## src/hw/rtl/tbpf_pkg.sv

```systemverilog
// Shared types, widths, status codes and the tangent table for the two-bearing position fix.
// Depends on nothing; all other files refer to it by scoped names.
package tbpf_pkg;

  // Field widths
  localparam int BEAR_W        = 9;
  localparam int COORD_W       = 32;
  localparam int ST_W          = 2;
  localparam int TAN_FRAC_BITS = 16;

  // Angle arithmetic
  localparam int ANG_MOD     = 180;
  localparam int ANG_HALF    = 90;
  localparam int ANG_W       = 8;
  localparam int SUM_W       = BEAR_W + 1;
  localparam int RED_STEPS   = ((2 ** SUM_W) - 1) / ANG_MOD;
  localparam int TAB_IDX_W   = 7;

  // Tangent below 90 degrees stays under 2^(TAN_FRAC_BITS+6)
  localparam int TAN_W   = TAN_FRAC_BITS + 8;

  // Datapath widths
  localparam int PROD_W  = TAN_W + COORD_W;
  localparam int YD_W    = COORD_W + 1;
  localparam int NUM_W   = PROD_W + 2;
  localparam int DEN_W   = TAN_W + 1;
  localparam int NMAG_W  = NUM_W - 1;
  localparam int DMAG_W  = TAN_W;
  localparam int YP_W    = TAN_W + YD_W;
  localparam int YQ_W    = YP_W - TAN_FRAC_BITS;
  localparam int YS_W    = YQ_W + 1;

  typedef enum logic [ST_W-1:0] {
    ST_OK       = 2'd0,
    ST_PARALLEL = 2'd1,
    ST_VERTICAL = 2'd2,
    ST_SAT      = 2'd3
  } status_t;

  // Data that rides alongside the divider
  typedef struct packed {
    logic signed [TAN_W-1:0]   ta;
    logic signed [COORD_W-1:0] xa;
    logic signed [COORD_W-1:0] ya;
    status_t                   st;
  } side_t;

  typedef logic [TAN_W-2:0] tan_mag_t;
  typedef tan_mag_t tan_rom_t [ANG_HALF];

  // Unsigned 64-bit quotient by shift and subtract, used only to build the table
  function automatic longint unsigned udiv64(longint unsigned a, longint unsigned b);
    logic [64:0]     rem;
    longint unsigned q;
    rem = '0;
    q   = '0;
    for (int i = 63; i >= 0; i--) begin
      rem = {rem[63:0], a[i]};
      if (rem >= {1'b0, b}) begin
        rem  = rem - {1'b0, b};
        q[i] = 1'b1;
      end
    end
    return q;
  endfunction

  // Tangent of 0..89 degrees from Taylor sums in Q2.30, rounded to TAN_FRAC_BITS
  function automatic tan_rom_t build_tan_rom();
    tan_rom_t        rom;
    longint unsigned r;
    longint unsigned r2;
    longint unsigned ts;
    longint unsigned tc;
    longint unsigned t24;
    longint unsigned n;
    longint          s;
    longint          c;
    int              sh;
    sh = 24 - TAN_FRAC_BITS;
    for (int k = 0; k < ANG_HALF; k++) begin
      r  = udiv64(longint'(k) * 64'd3373259422 + 64'd90, 64'd180);
      r2 = (r * r) >> 30;
      ts = r;
      tc = 64'd1073741824;
      s  = longint'(r);
      c  = 64'sd1073741824;
      for (int i = 1; i <= 12; i++) begin
        n  = longint'(i);
        ts = udiv64((ts * r2) >> 30, (2 * n) * (2 * n + 1));
        tc = udiv64((tc * r2) >> 30, (2 * n - 1) * (2 * n));
        if (i[0]) begin
          s = s - longint'(ts);
          c = c - longint'(tc);
        end else begin
          s = s + longint'(ts);
          c = c + longint'(tc);
        end
      end
      if (s < 0) s = 0;
      if (c <= 0) c = 1;
      t24 = udiv64(($unsigned(s) << 24) + ($unsigned(c) >> 1), $unsigned(c));
      if (sh > 0) begin
        t24 = (t24 + (64'd1 << (sh - 1))) >> sh;
      end
      rom[k] = t24[TAN_W-2:0];
    end
    return rom;
  endfunction

  localparam tan_rom_t TAN_ROM = build_tan_rom();

endpackage

```

## src/hw/rtl/tbpf_back.sv

```systemverilog
// Back stages: clamp x, compute y from the clamped x, clamp y, form status; output register.
// Depends on tbpf_pkg.
module tbpf_back (
  input  logic                               clk,
  input  logic                               rst,
  input  logic                               en,
  input  logic                               in_vld,
  input  logic signed [tbpf_pkg::NUM_W-1:0]  quo,
  input  tbpf_pkg::side_t                    side,
  output logic                               out_vld,
  output logic signed [tbpf_pkg::COORD_W-1:0] fix_x,
  output logic signed [tbpf_pkg::COORD_W-1:0] fix_y,
  output tbpf_pkg::status_t                  status
);

  localparam int CW = tbpf_pkg::COORD_W;

  logic                              vld1, vld2, vld3, vld4;
  logic signed [CW-1:0]              x1, x2, x3, x4;
  logic                              sx1, sx2, sx3, sx4;
  tbpf_pkg::side_t                   sd1, sd2, sd3, sd4;
  logic signed [tbpf_pkg::YD_W-1:0]  d2;
  logic signed [tbpf_pkg::YP_W-1:0]  p3;
  logic signed [tbpf_pkg::YQ_W-1:0]  q4;

  logic                              xover;
  logic signed [CW-1:0]              x_next;
  logic signed [tbpf_pkg::YP_W-1:0]  bias;
  logic signed [tbpf_pkg::YS_W-1:0]  ysum;
  logic                              yover;
  logic signed [CW-1:0]              y_next;

  // Clamp the quotient to 32 bits
  always_comb begin
    xover = !((&quo[tbpf_pkg::NUM_W-1:CW-1]) || !(|quo[tbpf_pkg::NUM_W-1:CW-1]));
    if (!xover) x_next = quo[CW-1:0];
    else if (quo[tbpf_pkg::NUM_W-1]) x_next = {1'b1, {(CW-1){1'b0}}};
    else x_next = {1'b0, {(CW-1){1'b1}}};
  end

  // Round toward zero before the shift
  always_comb begin
    bias = p3[tbpf_pkg::YP_W-1] ?
           tbpf_pkg::YP_W'((1 << tbpf_pkg::TAN_FRAC_BITS) - 1) : '0;
  end

  // Add y of point A and clamp
  always_comb begin
    ysum  = tbpf_pkg::YS_W'(q4) + tbpf_pkg::YS_W'(sd4.ya);
    yover = !((&ysum[tbpf_pkg::YS_W-1:CW-1]) || !(|ysum[tbpf_pkg::YS_W-1:CW-1]));
    if (!yover) y_next = ysum[CW-1:0];
    else if (ysum[tbpf_pkg::YS_W-1]) y_next = {1'b1, {(CW-1){1'b0}}};
    else y_next = {1'b0, {(CW-1){1'b1}}};
  end

  // Hold valid bits, clear on reset
  always_ff @(posedge clk) begin
    if (rst) begin
      vld1    <= 1'b0;
      vld2    <= 1'b0;
      vld3    <= 1'b0;
      vld4    <= 1'b0;
      out_vld <= 1'b0;
    end else if (en) begin
      vld1    <= in_vld;
      vld2    <= vld1;
      vld3    <= vld2;
      vld4    <= vld3;
      out_vld <= vld4;
    end
  end

  // Advance the payload
  always_ff @(posedge clk) begin
    if (en) begin
      x1  <= x_next;
      sx1 <= xover;
      sd1 <= side;

      d2  <= tbpf_pkg::YD_W'(x1) - tbpf_pkg::YD_W'(sd1.xa);
      x2  <= x1;
      sx2 <= sx1;
      sd2 <= sd1;

      p3  <= tbpf_pkg::YP_W'($signed(sd2.ta)) * tbpf_pkg::YP_W'(d2);
      x3  <= x2;
      sx3 <= sx2;
      sd3 <= sd2;

      q4  <= tbpf_pkg::YQ_W'((p3 + bias) >>> tbpf_pkg::TAN_FRAC_BITS);
      x4  <= x3;
      sx4 <= sx3;
      sd4 <= sd3;

      if (sd4.st != tbpf_pkg::ST_OK) begin
        fix_x  <= '0;
        fix_y  <= '0;
        status <= sd4.st;
      end else begin
        fix_x  <= x4;
        fix_y  <= y_next;
        status <= (sx4 || yover) ? tbpf_pkg::ST_SAT : tbpf_pkg::ST_OK;
      end
    end
  end

  a_sat_flag: assert property (@(posedge clk) disable iff (rst)
    (en && vld4 && sd4.st == tbpf_pkg::ST_OK && sx4) |=> (status == tbpf_pkg::ST_SAT))
    else $error("clamped x without saturation status");

endmodule

```

## config.mk

```make
export PLATFORM = sky130hd
export DESIGN_NAME = tbpf_back
export DESIGN_NICKNAME = d
export VERILOG_FILES = /design/src/hw/rtl/tbpf_pkg.sv /design/src/hw/rtl/tbpf_back.sv
export SDC_FILE = /design/constraint.sdc
export NUM_CORES = 2
export LEC_CHECK = 0
export ABC_CLOCK_PERIOD_IN_PS = 12300
export BUFFER_PORTS_ARGS = -buffer_cell sky130_fd_sc_hd__buf_2
export CAP_MARGIN = 15
export CORE_MARGIN = 10
export CORE_UTILIZATION = 35
export DETAILED_ROUTE_END_ITERATION = 8
export HOLD_SLACK_MARGIN = 0.06
export PLACE_DENSITY = 0.56
export SETUP_SLACK_MARGIN = 0.3
export SLEW_MARGIN = 5
export SYNTH_ARGS = -nofsm -noshare
export SYNTH_HDL_FRONTEND = slang
export SYNTH_SLANG_ARGS = --single-unit
export TNS_END_PERCENT = 100
```

## constraint.sdc

```tcl
create_clock -name clk -period 12.3 [get_ports clk]
set_input_delay 1.845 -clock clk [delete_from_list [all_inputs] [get_ports clk]]
set_output_delay 1.845 -clock clk [all_outputs]
set_load 0.03 [all_outputs]
```

## Word-level counts from Yosys, hierarchy flattened

Cells that the tools add are included.

| storage, ports and cells | value |
|---|---|
| bits in registers | 550 |
| logic and storage cells | 53 |

| cells by class | value |
|---|---|
| add/subtract/negate cells | 3 |
| multipliers | 1 |
| muxes and demuxes | 7 |
| reduce and logical (&&, ||, !) cells | 12 |

Operators with widths:

| cell | number |
|---|---|
| $mux 32 | 4 |
| $add 57x17->57 | 1 |
| $mul 24x33->57 | 1 |
| $add 41x32->42 | 1 |
| $sub 32x32->33 | 1 |
| $reduce_and 27->1 | 1 |
| $reduce_or 27->1 | 1 |
| $mux 16 | 1 |
| $reduce_and 11->1 | 1 |
| $reduce_or 11->1 | 1 |
| $logic_not 1->1 | 4 |
| $mux 2 | 2 |
| $logic_or 1x1->1 | 3 |
| $reduce_bool 2->1 | 1 |

## Longest topological paths before layout

| depth | value |
|---|---|
| word-level depth | 8 |
| depth in mapped cells | 27 |
| mapped depth without buffers | 26 |

## Worst setup path after synthesis

OpenSTA, ideal clock, no wires.

| timing path | value |
|---|---|
| kind | reg2reg |
| from | register d2[32] in the netlist's numbering |
| to | register p3[56] in the netlist's numbering (data pin) |
| setup time | 264 ps |
| data arrival time | 6868 ps |
| required time | 12036 ps |
| path slack | 5169 ps |
| cell stages (with the launch flop) | 24 |
| path buffers | 1 |
| period minus slack after synthesis | 7131 ps |
| cell sequence | edfxtp_1 > clkbuf_1 > nand2_1 > inv_1 > fa_1 > fa_1 > inv_1 > fa_1 > inv_1 > fa_1 > fa_1 > fa_1 > fa_1 > ha_1 > a21o_1 > a21oi_1 > o21bai_1 > a21o_1 > a21oi_1 > nor2b_1 > o21ai_0 > o211ai_1 > a221oi_1 > xnor2_1 |

| between the ends | value |
|---|---|
| word-level cells in the longest chain between the ends | 1 |

Ends and longest elaborated chain:

| item | RTL line | RTL |
|---|---|---|
| start: declaration | tbpf_back.sv:22 | `logic signed [tbpf_pkg::YD_W-1:0] d2;` |
| start signal: assignment | tbpf_back.sv:80 | `d2 <= tbpf_pkg::YD_W'(x1) - tbpf_pkg::YD_W'(sd1.xa);` |
| $mul 24x33->57 | tbpf_back.sv:85 | `p3 <= tbpf_pkg::YP_W'($signed(sd2.ta)) * tbpf_pkg::YP_W'(d2);` |
| end signal: assignment | tbpf_back.sv:85 |  |
| end: declaration | tbpf_back.sv:23 | `logic signed [tbpf_pkg::YP_W-1:0] p3;` |

Every way passes these cells.
A chain may end at the register's enable or synchronous reset.

## Final worst setup path

| timing path | value |
|---|---|
| from | register sd2[80] in the netlist's numbering |
| to | register p3[49] in the netlist's numbering (data pin) |

| between the ends | value |
|---|---|
| word-level cells in the longest chain between the ends | 1 |

Ends and longest elaborated chain:

| item | RTL line | RTL |
|---|---|---|
| start: declaration | tbpf_back.sv:21 | `tbpf_pkg::side_t sd1, sd2, sd3, sd4;` |
| start signal: assignment | tbpf_back.sv:83 | `sd2 <= sd1;` |
| $mul 24x33->57 | tbpf_back.sv:85 |  |

Every way passes these cells.

==> metrics.yaml <==
setup_viol: 0
placed_cell_area_um2: 53800
hold_class: "reg2reg"
viasPerCell: 4.88
worst_pin_slew_ps: 1150
start_util_pct: 35.2
clock_latency_ps: 680
min_period_ps: 8330
timing.final.crit_share_pct: 67.7
ant_nets: 0
netlist_area_um2: 50500
grt_start_max_net_pins: 158
rr_startpoint: "sd2[80]$_DFFE_PP_"
fin_nets: 5915
drive_gt1_share_pct: 9.02
critPathArrivalTime_ps: 8850
dieWidth_um: 400
path_max_fanout: 33
final_util_pct: 39.1
cts_max_level: 3
cp.required_ps: 12820
syn_area_per_cell_um2: 11.1
ff2ff_setup_slack_ps: 3970
grt-ovfl-total: 0
cts_resized: 0
place.gp.congestion: 0.864
clkTransAtPathRegs_ps: 70
netlist_instances: 4540
drv_slew: 0
skew_ps: 45.4
core_um2: 143000
synthArstFlopShare_pct: 0
clock_sinks: 550
layout_common_cells: "inv_1, fa_1, edfxtp_1, nand2_1, and2_1"
critPathKind: "reg2reg"
yosysUniqueCellTypes: 81
relSlewSlack_pct: 23.3
wl_per_cell_um: 19.5
drcViolationCount: 0
num_io_pins: 219
r2r_end: "p3[49]$_DFFE_PP_"
grt_pass1_vias: 34600
hold_end: "x4[22]$_DFFE_PP_"
dpl.hpwl_um: 97800
drtIter0Drc: 2469
ys_seq_elements: 550
fin_cells: 6673
final_cell_area_um2: 56100
cts_inserted_buffers: 68
die_y_um: 400
fmax_mhz: 120
synthFlopType: "edfxtp_1"
syn-num-nets: 5739
final_common_cell: "inv_1"
rsz0062_at_grt: "no"
portBuffers: 218
totalWireLength_um: 130000
antenna_found_initial: 6
drtPass1Iterations: 6
yosysWarnings: 0
cts_tree: "yes"
yosysSeqAreaShare_pct: 32.6
dp.cells: 6549
fin_tns_setup_ps: 0
worstHoldStart: "x3[22]$_DFFE_PP_"
area_growth_pct: 11.1
grt_usage_pct: 16.4
clockRootBuffer: "clkbuf_16"
vias: 32600
dieArea_um2: 160000
r2r_cells: 25
crit_path_end_kind: "flip-flop"
holdPathStages: 0
clock_path_buffers: 3
synth_edf_count: 545
cap_violations: 0
start_kind: "flip-flop"
num_rows: 139
hold_buffers: 0
status: "finished clean"
cts_setup_buffers: 0
hold_violations: 0
grt_pass1_wl_um: 203000
stage by stage:
step | setup WS, ps | hold WS [ps]
global route | 3600 | 419
finish | 3970 | 414
floorplan | 5170 | 400
global placement | 4180 | 400
CTS | 4070 | 415
detailed placement | 4100 | 405
worst max-delay path by stage:
| stage | startpoint | to | slack [ps] | cells past startpoint |
|---|---|---|---|---|
| final | sd2[80]$_DFFE_PP_ | p3[49]$_DFFE_PP_ | 3970 | 25 |
| after global routing | sd2[66]$_DFFE_PP_ | p3[56]$_DFFE_PP_ | 3600 | 23 |
| after CTS | sd2[67]$_DFFE_PP_ | p3[56]$_DFFE_PP_ | 4070 | 22 |
| after detailed placement | sd2[67]$_DFFE_PP_ | p3[56]$_DFFE_PP_ | 4100 | 22 |
| after global placement | sd2[66]$_DFFE_PP_ | p3[56]$_DFFE_PP_ | 4180 | 23 |
| after floorplan | d2[32]$_DFFE_PP_ | p3[56]$_DFFE_PP_ | 5170 | 23 |
state kept, by name (all words and copies together) (netlist names):
name,cells
status,2
sx1,1
sd3,34
sx3,1
vld3,1
x1,32
sd4,34
out_vld,1
sx4,1
p3,57
d2,33
x4,32
x2,32
vld4,1
fix_y,32
fix_x,32
x3,32
sx2,1
vld1,1
vld2,1
sd2,58
q4,41
sd1,90
cells by family (layout without fill, tap and decap cells):
| kind of cell | Yosys count | after routing | share of synthesized area [%] |
|---|---|---|---|
| compound gates | 460 | 460 | 6.08 |
| xor+xnor | 156 | 156 | 2.72 |
| simple gates | 1232 | 1232 | 12.4 |
| fa+ha+maj | 1047 | 1047 | 37.9 |
| flops | 550 | 550 | 32.6 |
| mux | 9 | 9 | 0.186 |
| other cells | 0 | 1 | 0 |
| buf+inv | 1086 | 1315 | 8.12 |
synth_stat cells, types with 4 or more instances:
cell type | n | share of area, %
o21ai_1 | 5 | 0.050
a221oi_1 | 7 | 0.12
a41oi_1 | 4 | 0.069
xor2_1 | 42 | 0.73
a22oi_1 | 4 | 0.059
inv_1 | 908 | 6.7
and4_1 | 13 | 0.23
mux2i_1 | 6 | 0.12
o311ai_1 | 6 | 0.10
and2_1 | 430 | 5.3
ha_1 | 240 | 5.9
nand3_1 | 35 | 0.35
o211ai_1 | 16 | 0.24
o21a_1 | 23 | 0.34
dfxtp_1 | 5 | 0.20
o21ai_0 | 98 | 0.97
a311oi_1 | 4 | 0.069
a2111oi_0 | 4 | 0.069
nor4_1 | 12 | 0.15
nor2b_1 | 45 | 0.56
a21oi_2 | 11 | 0.19
a21boi_0 | 8 | 0.12
nand4_1 | 31 | 0.38
or3_1 | 9 | 0.11
nor2_1 | 102 | 0.76
clkbuf_1 | 166 | 1.2
xnor2_1 | 113 | 2.0
and3_1 | 27 | 0.33
nand2_1 | 475 | 3.5
a31oi_1 | 18 | 0.22
o31ai_1 | 10 | 0.15
o21bai_1 | 15 | 0.22
buf_2 | 5 | 0.050
fa_1 | 807 | 32
o2111ai_1 | 6 | 0.10
a21oi_1 | 105 | 1.0
nand2b_1 | 20 | 0.25
a211oi_1 | 16 | 0.24
edfxtp_1 | 545 | 32
a21o_1 | 62 | 0.92
nor3_1 | 19 | 0.19
layer usage:
metal / vias to the layer above / GRT usage (%) / share of wire, %
met1: 16800 / 21.6 / 43
li1: 14700 / - / -
met4: 0 / 4.76 / 2.9
met5: - / 0 / 0
met2: 889 / 27.6 / 48
met3: 174 / 3.09 / 5.8
area by class of cell:
cell class / count / area, µm²
Clock buffer: 75 / 1750
Timing Repair Buffer: 284 / 1610
Fill cell: 14000 / 87400
Antenna cell: 1 / 2.50
Inverter: 908 / 3410
Tap cell: 1903 / 2380
Clock inverter: 48 / 529
Multi-Input combinational cell: 2904 / 30000
Sequential cell: 550 / 16500
critical path, stage by stage, from the launching register on:
cell	delay (ps)
edfxtp_1	850
and2_1	390
fa_1	480
inv_1	50
fa_1	470
inv_1	50
fa_1	500
inv_1	60
fa_1	520
inv_1	50
fa_1	450
fa_1	500
inv_1	50
fa_1	490
inv_1	40
ha_1	350
and3_1	200
a221o_1	190
o21ba_2	170
a21oi_1	690
a22oi_1	140
buf_4	230
a21oi_1	270
a31oi_1	220
or4b_2	630
o2111ai_1	110
Power is not shown: default switching activity piles up to over one toggle a cycle in this logic, so the estimate is an artifact.
